File: src/rtl/core/sdr_pkg.sv
// ----------------------------------------------------------------------------
// sdr_pkg: shared types and constants of the scheduled dimmer
// Operation codes, field widths, limits and the item structs of both channels.
// ----------------------------------------------------------------------------
`timescale 1ns / 1ps

package sdr_pkg;

  // Field widths
  localparam int unsigned OP_W   = 3;
  localparam int unsigned TIME_W = 11;
  localparam int unsigned LVL_W  = 10;
  localparam int unsigned PCT_W  = 7;
  localparam int unsigned NCH    = 4;

  // Operation codes
  localparam logic [OP_W-1:0] OP_CLOCK  = 3'd0;
  localparam logic [OP_W-1:0] OP_RAMP   = 3'd1;
  localparam logic [OP_W-1:0] OP_WR_OFF = 3'd2;
  localparam logic [OP_W-1:0] OP_WR_ON  = 3'd3;
  localparam logic [OP_W-1:0] OP_MANUAL = 3'd4;

  // Limits
  localparam logic [TIME_W-1:0] END_MARK   = 11'd1439;
  localparam logic [TIME_W-1:0] TIME_EMPTY = 11'd2047;
  localparam logic [4:0]        HOUR_MAX   = 5'd23;
  localparam logic [5:0]        MIN_MAX    = 6'd59;
  localparam logic [LVL_W-1:0]  PCT_MAX    = 10'd100;
  localparam logic [LVL_W-1:0]  DUTY_MAX   = 10'd1000;

  typedef struct packed {
    logic [OP_W-1:0]   operation;
    logic [4:0]        hour;
    logic [5:0]        minute;
    logic [5:0]        second;
    logic [2:0]        entry_index;
    logic [TIME_W-1:0] entry_time;
    logic              power_on;
    logic [LVL_W-1:0]  level_ch0;
    logic [LVL_W-1:0]  level_ch1;
    logic [LVL_W-1:0]  level_ch2;
    logic [LVL_W-1:0]  level_ch3;
  } in_item_t;

  typedef struct packed {
    logic [LVL_W-1:0] duty_ch0;
    logic [LVL_W-1:0] duty_ch1;
    logic [LVL_W-1:0] duty_ch2;
    logic [LVL_W-1:0] duty_ch3;
    logic             lamp_on;
  } out_item_t;

  // Percent (0..100) to duty (0..1000): p*8 + p*2
  function automatic logic [LVL_W-1:0] pct_to_duty(input logic [PCT_W-1:0] p);
    logic [LVL_W-1:0] pe;
    pe = LVL_W'(p);
    return (pe << 3) + (pe << 1);
  endfunction

endpackage

File: src/rtl/core/scheduled_dimmer_with_ramp_core.sv
// ----------------------------------------------------------------------------
// scheduled_dimmer_with_ramp_core: scheduled four-channel lamp dimmer
// Daily turn-off/turn-on lists held in RAM, ramped PWM duties per channel.
// ----------------------------------------------------------------------------
// Usage:
//   Input channel (in_valid_i / in_stall_o / in_item_i) carries one operation
//   per item: clock reading, ramp tick, turn-off entry write, turn-on entry
//   write or manual set. Output channel (out_valid_o / out_stall_i /
//   out_item_o) returns exactly one item per input item: the four duties and
//   the lamp power flag as they stand after that input has been applied.
//   A clock reading with a valid time and second zero scans both
//   lists, one entry a cycle through the RAM read port, and gives its result
//   when the last entry has been evaluated; the next item is taken after that.
//   All other items give their result in the cycle after acceptance, and a new
//   item may follow every cycle while the output is taken.
//   The result sits in one output register; while the receiver stalls it,
//   the block holds the item and takes no new input.
//   Reset empties both lists (per-entry valid bits cleared at once), switches
//   the lamp off and sets all levels and duties to zero; no clearing pass.
// ----------------------------------------------------------------------------
`timescale 1ns / 1ps

module scheduled_dimmer_with_ramp_core #(
  parameter int unsigned CHANNELS = 4,
  parameter int unsigned ENTRIES  = 8
) (
  input  logic                clk_i,
  input  logic                rst_ni,
  input  logic                in_valid_i,
  output logic                in_stall_o,
  input  sdr_pkg::in_item_t   in_item_i,
  output logic                out_valid_o,
  input  logic                out_stall_i,
  output sdr_pkg::out_item_t  out_item_o
);

  localparam int unsigned AW    = (ENTRIES > 1) ? $clog2(ENTRIES) : 1;
  localparam int unsigned PCTS  = sdr_pkg::NCH * sdr_pkg::PCT_W;
  localparam int unsigned ON_W  = sdr_pkg::TIME_W + PCTS;
  localparam logic [AW-1:0] LAST_ADDR = AW'(ENTRIES - 1);

  localparam logic ST_IDLE = 1'b0;
  localparam logic ST_SCAN = 1'b1;

  // Sequencer and scan state
  logic                       st_q, st_d;
  logic [AW-1:0]              rd_addr_q, rd_addr_d;
  logic                       iss_q, iss_d;
  logic                       ev_vld_q, ev_last_q;
  logic                       off_rv_q, on_rv_q;
  logic                       off_open_q, on_open_q, off_open_n, on_open_n;
  logic                       off_hit_q, on_hit_q, off_hit_n, on_hit_n;
  logic [PCTS-1:0]            hit_pct_q, hit_pct_n;
  logic [sdr_pkg::TIME_W-1:0] tm_q, tm_d;
  logic [ENTRIES-1:0]         off_vld_q, on_vld_q;

  // Lamp state
  logic                       pwr_q, pwr_d;
  logic [sdr_pkg::LVL_W-1:0]  lvl_q  [sdr_pkg::NCH];
  logic [sdr_pkg::LVL_W-1:0]  lvl_d  [sdr_pkg::NCH];
  logic [sdr_pkg::LVL_W-1:0]  duty_q [sdr_pkg::NCH];
  logic [sdr_pkg::LVL_W-1:0]  duty_d [sdr_pkg::NCH];

  // Output register
  logic                       out_vld_q;
  sdr_pkg::out_item_t         out_q, out_d;

  // RAM ports
  logic                       off_we, on_we, rd_en;
  logic [AW-1:0]              wr_addr;
  logic [sdr_pkg::TIME_W-1:0] off_rdata;
  logic [ON_W-1:0]            on_rdata, on_wdata;

  logic                       in_acc, clk_ok, start_scan, scan_fin, done_now, idx_ok;
  logic [sdr_pkg::LVL_W-1:0]  lvl_in [sdr_pkg::NCH];
  logic [sdr_pkg::PCT_W-1:0]  pct_in [sdr_pkg::NCH];
  logic [sdr_pkg::TIME_W-1:0] off_t, on_t;
  logic [PCTS-1:0]            on_pct;
  logic [sdr_pkg::LVL_W-1:0]  tgt;

  // Handshake
  assign in_stall_o  = (st_q != ST_IDLE) || (out_vld_q && out_stall_i);
  assign in_acc      = in_valid_i && !in_stall_o;
  assign out_valid_o = out_vld_q;
  assign out_item_o  = out_q;

  assign clk_ok = (in_item_i.hour <= sdr_pkg::HOUR_MAX) &&
                  (in_item_i.minute <= sdr_pkg::MIN_MAX) &&
                  (in_item_i.second == 6'd0);
  assign start_scan = in_acc && (in_item_i.operation == sdr_pkg::OP_CLOCK) && clk_ok;
  assign scan_fin   = (st_q == ST_SCAN) && ev_vld_q && ev_last_q;
  assign done_now   = (in_acc && !start_scan) || scan_fin;
  assign tm_d       = sdr_pkg::TIME_W'(in_item_i.hour) * 11'd60 +
                      sdr_pkg::TIME_W'(in_item_i.minute);

  assign lvl_in[0] = in_item_i.level_ch0;
  assign lvl_in[1] = in_item_i.level_ch1;
  assign lvl_in[2] = in_item_i.level_ch2;
  assign lvl_in[3] = in_item_i.level_ch3;

  // Clamp percents of a turn-on entry to 100
  always_comb begin
    for (int c = 0; c < sdr_pkg::NCH; c++) begin
      pct_in[c] = (lvl_in[c] > sdr_pkg::PCT_MAX) ? sdr_pkg::PCT_MAX[sdr_pkg::PCT_W-1:0]
                                                 : lvl_in[c][sdr_pkg::PCT_W-1:0];
    end
  end

  // Table write port
  assign idx_ok   = int'(in_item_i.entry_index) < ENTRIES;
  assign wr_addr  = AW'(in_item_i.entry_index);
  assign off_we   = in_acc && (in_item_i.operation == sdr_pkg::OP_WR_OFF) && idx_ok;
  assign on_we    = in_acc && (in_item_i.operation == sdr_pkg::OP_WR_ON) && idx_ok;
  assign on_wdata = {in_item_i.entry_time, pct_in[3], pct_in[2], pct_in[1], pct_in[0]};
  assign rd_en    = (st_q == ST_SCAN) && iss_q;

  sdr_ram #(
    .WIDTH (sdr_pkg::TIME_W),
    .DEPTH (ENTRIES)
  ) u_off_ram (
    .clk_i   (clk_i),
    .we_i    (off_we),
    .waddr_i (wr_addr),
    .wdata_i (in_item_i.entry_time),
    .re_i    (rd_en),
    .raddr_i (rd_addr_q),
    .rdata_o (off_rdata)
  );

  sdr_ram #(
    .WIDTH (ON_W),
    .DEPTH (ENTRIES)
  ) u_on_ram (
    .clk_i   (clk_i),
    .we_i    (on_we),
    .waddr_i (wr_addr),
    .wdata_i (on_wdata),
    .re_i    (rd_en),
    .raddr_i (rd_addr_q),
    .rdata_o (on_rdata)
  );

  // Evaluate the entry read last cycle; never-written entries read as empty
  assign off_t  = off_rv_q ? off_rdata : sdr_pkg::TIME_EMPTY;
  assign on_t   = on_rv_q ? on_rdata[ON_W-1 -: sdr_pkg::TIME_W] : sdr_pkg::TIME_EMPTY;
  assign on_pct = on_rv_q ? on_rdata[PCTS-1:0] : '0;

  always_comb begin
    off_open_n = off_open_q;
    off_hit_n  = off_hit_q;
    on_open_n  = on_open_q;
    on_hit_n   = on_hit_q;
    hit_pct_n  = hit_pct_q;
    if (ev_vld_q && off_open_q) begin
      if (off_t > sdr_pkg::END_MARK) begin
        off_open_n = 1'b0;
      end else if (off_t == tm_q) begin
        off_hit_n  = 1'b1;
        off_open_n = 1'b0;
      end
    end
    if (ev_vld_q && on_open_q) begin
      if (on_t > sdr_pkg::END_MARK) begin
        on_open_n = 1'b0;
      end else if (on_t == tm_q) begin
        on_hit_n  = 1'b1;
        on_open_n = 1'b0;
        hit_pct_n = on_pct;
      end
    end
  end

  // Sequencer: issue one read a cycle until the last entry
  always_comb begin
    st_d      = st_q;
    rd_addr_d = rd_addr_q;
    iss_d     = iss_q;
    if (start_scan) begin
      st_d      = ST_SCAN;
      rd_addr_d = '0;
      iss_d     = 1'b1;
    end else if (st_q == ST_SCAN) begin
      if (iss_q) begin
        rd_addr_d = rd_addr_q + AW'(1);
        iss_d     = (rd_addr_q != LAST_ADDR);
      end
      if (scan_fin) begin
        st_d = ST_IDLE;
      end
    end
  end

  // Lamp state update
  always_comb begin
    pwr_d  = pwr_q;
    lvl_d  = lvl_q;
    duty_d = duty_q;
    tgt    = '0;
    if (in_acc) begin
      case (in_item_i.operation)
        sdr_pkg::OP_RAMP: begin
          for (int c = 0; c < sdr_pkg::NCH; c++) begin
            if (c < CHANNELS) begin
              tgt = pwr_q ? lvl_q[c] : '0;
              if ({1'b0, duty_q[c]} + 11'd1 < {1'b0, tgt}) begin
                duty_d[c] = duty_q[c] + 10'd1;
              end else if ({1'b0, duty_q[c]} > {1'b0, tgt} + 11'd1) begin
                duty_d[c] = duty_q[c] - 10'd1;
              end
            end
          end
        end
        sdr_pkg::OP_MANUAL: begin
          pwr_d = in_item_i.power_on;
          for (int c = 0; c < sdr_pkg::NCH; c++) begin
            if (c < CHANNELS) begin
              lvl_d[c] = (lvl_in[c] > sdr_pkg::DUTY_MAX) ? sdr_pkg::DUTY_MAX : lvl_in[c];
            end
          end
        end
        default: begin
        end
      endcase
    end
    if (scan_fin) begin
      if (on_hit_n) begin
        pwr_d = 1'b1;
        for (int c = 0; c < sdr_pkg::NCH; c++) begin
          if (c < CHANNELS) begin
            lvl_d[c] = sdr_pkg::pct_to_duty(hit_pct_n[c*sdr_pkg::PCT_W +: sdr_pkg::PCT_W]);
          end
        end
      end else if (off_hit_n) begin
        pwr_d = 1'b0;
      end
    end
  end

  // Result item from the state after this input
  always_comb begin
    out_d.duty_ch0 = duty_d[0];
    out_d.duty_ch1 = duty_d[1];
    out_d.duty_ch2 = duty_d[2];
    out_d.duty_ch3 = duty_d[3];
    out_d.lamp_on  = pwr_d;
  end

  // Control registers
  always_ff @(posedge clk_i or negedge rst_ni) begin
    if (!rst_ni) begin
      st_q       <= ST_IDLE;
      rd_addr_q  <= '0;
      iss_q      <= 1'b0;
      ev_vld_q   <= 1'b0;
      ev_last_q  <= 1'b0;
      off_rv_q   <= 1'b0;
      on_rv_q    <= 1'b0;
      off_open_q <= 1'b0;
      on_open_q  <= 1'b0;
      off_hit_q  <= 1'b0;
      on_hit_q   <= 1'b0;
      off_vld_q  <= '0;
      on_vld_q   <= '0;
      pwr_q      <= 1'b0;
      out_vld_q  <= 1'b0;
      for (int c = 0; c < sdr_pkg::NCH; c++) begin
        lvl_q[c]  <= '0;
        duty_q[c] <= '0;
      end
    end else begin
      st_q      <= st_d;
      rd_addr_q <= rd_addr_d;
      iss_q     <= iss_d;
      ev_vld_q  <= rd_en;
      ev_last_q <= rd_en && (rd_addr_q == LAST_ADDR);
      if (rd_en) begin
        off_rv_q <= off_vld_q[rd_addr_q];
        on_rv_q  <= on_vld_q[rd_addr_q];
      end
      if (start_scan) begin
        off_open_q <= 1'b1;
        on_open_q  <= 1'b1;
        off_hit_q  <= 1'b0;
        on_hit_q   <= 1'b0;
      end else begin
        off_open_q <= off_open_n;
        on_open_q  <= on_open_n;
        off_hit_q  <= off_hit_n;
        on_hit_q   <= on_hit_n;
      end
      if (off_we) begin
        off_vld_q[wr_addr] <= 1'b1;
      end
      if (on_we) begin
        on_vld_q[wr_addr] <= 1'b1;
      end
      pwr_q  <= pwr_d;
      lvl_q  <= lvl_d;
      duty_q <= duty_d;
      if (done_now) begin
        out_vld_q <= 1'b1;
      end else if (!out_stall_i) begin
        out_vld_q <= 1'b0;
      end
    end
  end

  // Payload registers
  always_ff @(posedge clk_i) begin
    if (start_scan) begin
      tm_q <= tm_d;
    end
    hit_pct_q <= hit_pct_n;
    if (done_now) begin
      out_q <= out_d;
    end
  end

  // Checks
  a_scan_gives_result: assert property (@(posedge clk_i) disable iff (!rst_ni)
    scan_fin |=> out_vld_q)
    else $error("scan finished without a result item");

  a_no_accept_in_scan: assert property (@(posedge clk_i) disable iff (!rst_ni)
    (st_q == ST_SCAN) |-> !in_acc)
    else $error("item accepted during a schedule scan");

  a_no_overwrite: assert property (@(posedge clk_i) disable iff (!rst_ni)
    (out_vld_q && out_stall_i) |-> !done_now)
    else $error("result item overwritten while stalled");

  a_duty_range: assert property (@(posedge clk_i) disable iff (!rst_ni)
    (duty_q[0] <= sdr_pkg::DUTY_MAX) && (duty_q[1] <= sdr_pkg::DUTY_MAX) &&
    (duty_q[2] <= sdr_pkg::DUTY_MAX) && (duty_q[3] <= sdr_pkg::DUTY_MAX))
    else $error("duty above full scale");

  a_scan_start: assert property (@(posedge clk_i) disable iff (!rst_ni)
    start_scan |=> (st_q == ST_SCAN) && iss_q && (rd_addr_q == '0))
    else $error("scan did not start at entry zero");

endmodule

File: src/rtl/core/sdr_ram.sv
// ----------------------------------------------------------------------------
// sdr_ram: generic single-port-write, single-port-read RAM
// One write and one read per cycle; read data registered.
// ----------------------------------------------------------------------------
`timescale 1ns / 1ps

module sdr_ram #(
  parameter int unsigned WIDTH = 11,
  parameter int unsigned DEPTH = 8
) (
  input  logic                                    clk_i,
  input  logic                                    we_i,
  input  logic [((DEPTH > 1) ? $clog2(DEPTH) : 1)-1:0] waddr_i,
  input  logic [WIDTH-1:0]                        wdata_i,
  input  logic                                    re_i,
  input  logic [((DEPTH > 1) ? $clog2(DEPTH) : 1)-1:0] raddr_i,
  output logic [WIDTH-1:0]                        rdata_o
);

  logic [WIDTH-1:0] mem_q [DEPTH];
  logic [WIDTH-1:0] rdata_q;

  // Write port
  always_ff @(posedge clk_i) begin
    if (we_i) begin
      mem_q[waddr_i] <= wdata_i;
    end
  end

  // Registered read port
  always_ff @(posedge clk_i) begin
    if (re_i) begin
      rdata_q <= mem_q[raddr_i];
    end
  end

  assign rdata_o = rdata_q;

endmodule
File: config.mk
export PLATFORM = sky130hd
export DESIGN_NAME = scheduled_dimmer_with_ramp_core
export DESIGN_NICKNAME = d
export VERILOG_FILES = /design/src/rtl/core/sdr_pkg.sv /design/src/rtl/core/scheduled_dimmer_with_ramp_core.sv /design/src/rtl/core/sdr_ram.sv
export SDC_FILE = /design/constraint.sdc
export NUM_CORES = 1
export LEC_CHECK = 0
export BUFFER_PORTS_ARGS = -buffer_cell sky130_fd_sc_hd__buf_2
export CORE_AREA = 2 2 362 257
export DETAILED_ROUTE_END_ITERATION = 10
export DIE_AREA = 0 0 364 259
export GPL_TIMING_DRIVEN = 0
export RECOVER_POWER = 100
export SETUP_SLACK_MARGIN = 0.02
export SYNTH_ARGS = -nofsm -noshare
export SYNTH_HDL_FRONTEND = slang
export SYNTH_HIERARCHICAL = 1
export SYNTH_SLANG_ARGS = --single-unit
File: constraint.sdc
create_clock -name clk_i -period 13.79 [get_ports clk_i]
set_clock_uncertainty 0.15 [all_clocks]
set_input_delay 2.0685 -clock clk_i [delete_from_list [all_inputs] [get_ports clk_i]]
set_output_delay 2.0685 -clock clk_i [all_outputs]
set_load 0.02 [all_outputs]
# After elaboration in Yosys (flattened, before gate mapping)
# Memory sizes are Yosys's and may differ from the RTL's. A register that Yosys moved wholly into a read port is not among the register bits.
# Index checks and enable logic that the tools add are counted.
[word_totals] regBits=191 word_cells=194 ram_bits=400 mem_count=2 in_bits=79
[classes] bitwise_logic=2 eq_ne=9 n_reduce_logical=31 mux=74 mul=1 add_sub_neg=22 n_lt_le_gt_ge=23
[mem_list] name="u_on_ram.mem_q" depth=8 word_bits=39 rd=1 rd_ports_with_merged_regs=1 write_ports=1 line="sdr_ram.sv:20" rtl="logic [WIDTH-1:0] mem_q [DEPTH];"
[mem_list] name="u_off_ram.mem_q" depth=8 word_bits=11 rd=1 rd_ports_with_merged_regs=1 write_ports=1 line="sdr_ram.sv:20"
[op_table] cell="$mux 40" n=6
[op_table] cell="$mux 10" n=16
[op_table] cell="$mux 28" n=4
[op_table] cell="$add 10x1->11 const B" n=8
[op_table] cell="$gt 10x11->1" n=4
[op_table] cell="$lt 11x10->1" n=4
[op_table] cell="$add 10x1->10 const B" n=4
[op_table] cell="$add 10x8->10" n=4
[op_table] cell="$gt 10x10->1 const B" n=4
[op_table] cell="$gt 10x7->1 const B" n=4
[op_table] cell="$sub 10x1->10 const B" n=4
[op_table] cell="$mux 1" n=36
[op_table] cell="$mux 7" n=4
[op_table] cell="$eq 11x11->1" n=2
[op_table] cell="$gt 11x11->1 const B" n=2
[op_table] cell="$mux 11" n=2
[op_table] cell="$logic_and 1x1->1" n=16
[op_table] cell="$or 8x8->8" n=2
[op_table] cell="$add 11x6->11" n=1
[op_table] cell="$mul 5x4->9 const B" n=1
[op_table] cell="$mux 3" n=3
[op_table] cell="$lt 3x4->1 const B" n=2
[op_table] cell="$reduce_bool 2->1" n=4
[op_table] cell="$bmux 1 s3" n=2
[op_table] cell="16 further kinds" n=23

# Depth between registers and ports, before layout
[depth] word_depth=10 mapped_depth=22 depth_no_buf=16

# Cells and area by module
# The synthesis kept the hierarchy.
[by_module_without_submodules] module="scheduled_dimmer_with_ramp_core" instances=1 cells_each=1673 seq_area_each_um2=4899.7 area_each_um2=14716.6
[by_module_without_submodules] module="sdr_ram at u_on_ram" instances=1 cells_each=503 seq_area_each_um2=10540.1 area_each_um2=13020.0
[by_module_without_submodules] module="sdr_ram at u_off_ram" instances=1 cells_each=150 seq_area_each_um2=2972.9 area_each_um2=3767.4

# Worst setup path after synthesis
# OpenSTA, ideal clock, no wires.
[synth_path] path_kind="input to register" startpoint="input out_stall_i" endpoint="memory u_on_ram/mem_q[0][0] in the netlist's numbering (enable)" arrival_ps=5702 required_ps=13156 slack_ps=7454 cell_stages=7 n_path_buf=1 path_cell_list="a21oi_1 -> nand2_1 -> nor2_1 -> and3_1 -> clkbuf_1 -> nand2b_1 -> nor3_1"
[synth_between] elab_chain_len=7
[synth_rtl] element="from (decl)" line="scheduled_dimmer_with_ramp_core.sv:33" rtl="input logic out_stall_i,"
[synth_rtl] element="$logic_and 1x1->1" line="scheduled_dimmer_with_ramp_core.sv:82" rtl="assign in_stall_o = (st_q != ST_IDLE) || (out_vld_q && out_stall_i);"
[synth_rtl] element="$logic_or 1x1->1" line="scheduled_dimmer_with_ramp_core.sv:82"
[synth_rtl] element="$logic_not 1->1" line="scheduled_dimmer_with_ramp_core.sv:83" rtl="assign in_acc = in_valid_i && !in_stall_o;"
[synth_rtl] element="$logic_and 1x1->1" line="scheduled_dimmer_with_ramp_core.sv:83"
[synth_rtl] element="$logic_and 1x1->1" line="scheduled_dimmer_with_ramp_core.sv:113" rtl="assign on_we = in_acc && (in_item_i.operation == sdr_pkg::OP_WR_ON) && idx_ok;"
[synth_rtl] element="via on_we" line="scheduled_dimmer_with_ramp_core.sv:69" rtl="logic off_we, on_we, rd_en;"
[synth_rtl] element="$mux 1" line="sdr_ram.sv:25" rtl="if (we_i) begin"
[synth_rtl] element="$mux 1 (implied by the code)" line="sdr_ram.sv:26" rtl="mem_q[waddr_i] <= wdata_i;"
[synth_rtl] element="to (decl)" line="sdr_ram.sv:20"
# The timed path passes the listed nets, and every way through them passes these cells.

==> results.md <==
* RSZ-0062 raised after global routing: no
* Post-route ant nets at 0
* Tightest Pin Transition at 4218 ps
* Bufs on Longest Clock Path at 3
* Via count at 20770
* Share of cells above drive strength 1 at 0.1140
* Cell Chain, Critical Path: clkbuf_1, clkbuf_1
* Relative slew slack at -1.812
* Worst skew pair latency at 670 ps
* Final HPWL DP at 62080 µm
* Worst path bufs/invs at 2
* HP Class: reg -> reg
* Worst path slowest cell: clkbuf_1
* Finished Layout Cells at 3820
* DIE WIDTH at 364 µm
* Post-synthesis sequential area ratio at 0.5845
* First-pass GRT wire length at 128100 µm
* I/O pin cnt at 122
* Clock slew at reported path FFs at 60 ps
* Power density over the cells at 139.8 mW/mm²
* YS warnings at 6
* Cts bufs inserted at 61
* Crit path top cell by count: clkbuf_1
* Async set-or-reset flop fraction in the synthesized netlist at 0.1732
* Reg2reg start: tm_q[7]
* CTS Sinks at 641
* CTS tree: yes
* Hold path endpoint: off_vld_q[6]
* CP required at 13380 ps
* DRT Pass-1 Iters at 6
* Root Buffer Master: clkbuf_16
* Final Cell Area at 0.03553 mm²
* Tcrit/Tclk final at 0.5151
* Core footprint at 0.09088 mm²
* Placed cell count at 3703
* Mean area per synthesized cell at 13.54 µm²
* Die Y at 259 µm
* Row count at 93
* Critical Path AT at 6690 ps
* Status: complete, but fails checks
* Die outline area at 0.09428 mm²
* Drt initial violations at 2049
* Distinct cells, synth at 85
* Largest net degree at the start of global routing at 76
* Final worst path period need at 7103 ps
* Cell leakage power at 13.20 nW
* Violated checks: capacitance limit, slew limit
* Total Power at 4.968 mW
* Post-Synthesis Cell Area at 0.03150 mm²
* Most common cell in the netlist: edfxtp_1
* VDD IR max at 0.1120 mV
* FF-to-FF End: lvl_q[29]
* Synthesized Nets at 2535
* GPL Wtd Cong at 0.9606
* # setup viols final at 0
* Worst Setup Path Type: in -> async
* Vias/cell at 5.438
* Area delta synth->final at 12.76%
* CTS resizes at 0
* Slew Viols, Final at 454
* Number of global-route vias before repair at 20720
* Setup_tns at 0 ps
* Reg2reg setup slack at 6940 ps
* Reg2Reg Depth at 18
* Primary FF master, synth: edfxtp_1
* CP startpoint: rst_ni
* Post-synth EDFFs at 502
* Leading area contributor after synthesis: edfxtp_1
* Synthesized flop and latch total at 641
* Initial core utilization at 0.3467
* H-tree Lvls at 2
* Hold buffers post-CTS at 0
* Worst Path Max Fanout at 75
* Synth top area cells: edfxtp_1 (48%), dfrtp_1 (8.8%), mux4_2 (5.9%), ha_1 (4.8%), nand2_1 (2.8%)
* Total Wirelength at 84940 µm
* Nets at 2740
* Fmax at 0.1408 GHz
* Share of the synthesized area in the top cell type at 0.4785
* Post-Route Utilization at 0.3909
* # DRC at 0
* Final worst slack at 6687 ps
* GR Overflow Total at 0
* Min Hold Slack at 306.4 ps
* Critical path launch point type: input pin
* Worst slack, placed at 7791 ps
* Hold depth at 1
* CP max stage delay at 3000 ps
* Max cap viols at 18
* Worst path top cell family by delay: buffers and inverters
* Placed Area at 0.03406 mm²
* CP Capture Type: asynchronous set/reset pin
* Wirelength per Cell at 22.24 µm
* Initial antenna violation count at 0
* Cells after Synth at 2326
* Commonest cells in the netlist: edfxtp_1 (502), nand2_1 (231), ha_1 (122), nand3_1 (112), dfrtp_1 (111)
* Hold path startpoint: off_vld_q[6]
* Number of port buffers at 121
* GRT Overall Usage at 0.1795
* Post-CTS setup buffer count at 0
* Hold Vio Cnt, Final at 0
state kept, by name, indices dropped and copies added (netlist names), 3 cells and up:
register,flops
duty_q,40
lvl_q,40
u_off_ram/mem_q,88
off_vld_q,8
hit_pct_q,28
u_off_ram/rdata_o,11
u_on_ram/rdata_o,39
on_vld_q,8
tm_q,11
u_on_ram/mem_q,312
out_item_o,41
rd_addr_q,3
cells in the final DEF, fill, tap and decap left out, types with 62 or more instances in the layout:
master     instances
clkbuf_1         183
xnor2_1           74
edfxtp_1         502
nand2_1          231
xor2_1            74
buf_2             64
ha_1             122
inv_1             66
a21oi_1           81
mux4_2            82
o21ai_0           77
nor2_1            89
nand3_1          112
dfrtp_1          111
clkbuf_16         62
per-layer routing:
layer,GRT usage,up-vias,wire length [µm]
met5,0,-,0
met4,0.03435,0,1274
met3,0.04083,94,7417
met2,0.2630,814,35960
met1,0.2719,10550,40300
li1,-,9318,-
cell families after synthesis:
family,Yosys count,share of synthesized area
AND/OR/NAND/NOR,698,0.1124
flip-flops,641,0.5845
AO/OA/AOI/OAI,350,0.07276
multiplexers,191,0.1113
buffers and inverters,165,0.02335
XOR/XNOR,148,0.04115
adder cells (fa/ha/maj),133,0.05453
where the power goes:
part           leakage (nW)  total, mW  internal (mW)  switching (mW)
Combinational          6.14      0.960          0.396           0.564
Clock                 0.984       1.70          0.960           0.739
Sequential             6.07       2.31           2.19           0.118
worst max path at each step:
stage	end	slack (ps)	cells after the start
2_1_floorplan	u_on_ram/mem_q[0][0]	7450	7
3_3_place_gp	u_on_ram/mem_q[4][15]	3800	8
3_5_place_dp	out_item_o[20]	7790	18
4_1_cts	out_item_o[20]	7770	18
5_1_grt	on_vld_q[4]	5510	2
6_report	on_vld_q[4]	6690	2
area by class of cell:
type,instances,area (µm²)
Clock inverter,29,339.1
Timing Repair Buffer,142,605.6
Inverter,66,247.7
Tap cell,1235,1545
Clock buffer,83,1670
Buffer,99,465.4
Sequential cell,641,18410
Fill cell,8578,55350
Multi-Input combinational cell,1520,12230
Antenna cell,5,12.51
(Power assumes the default switching activity.)
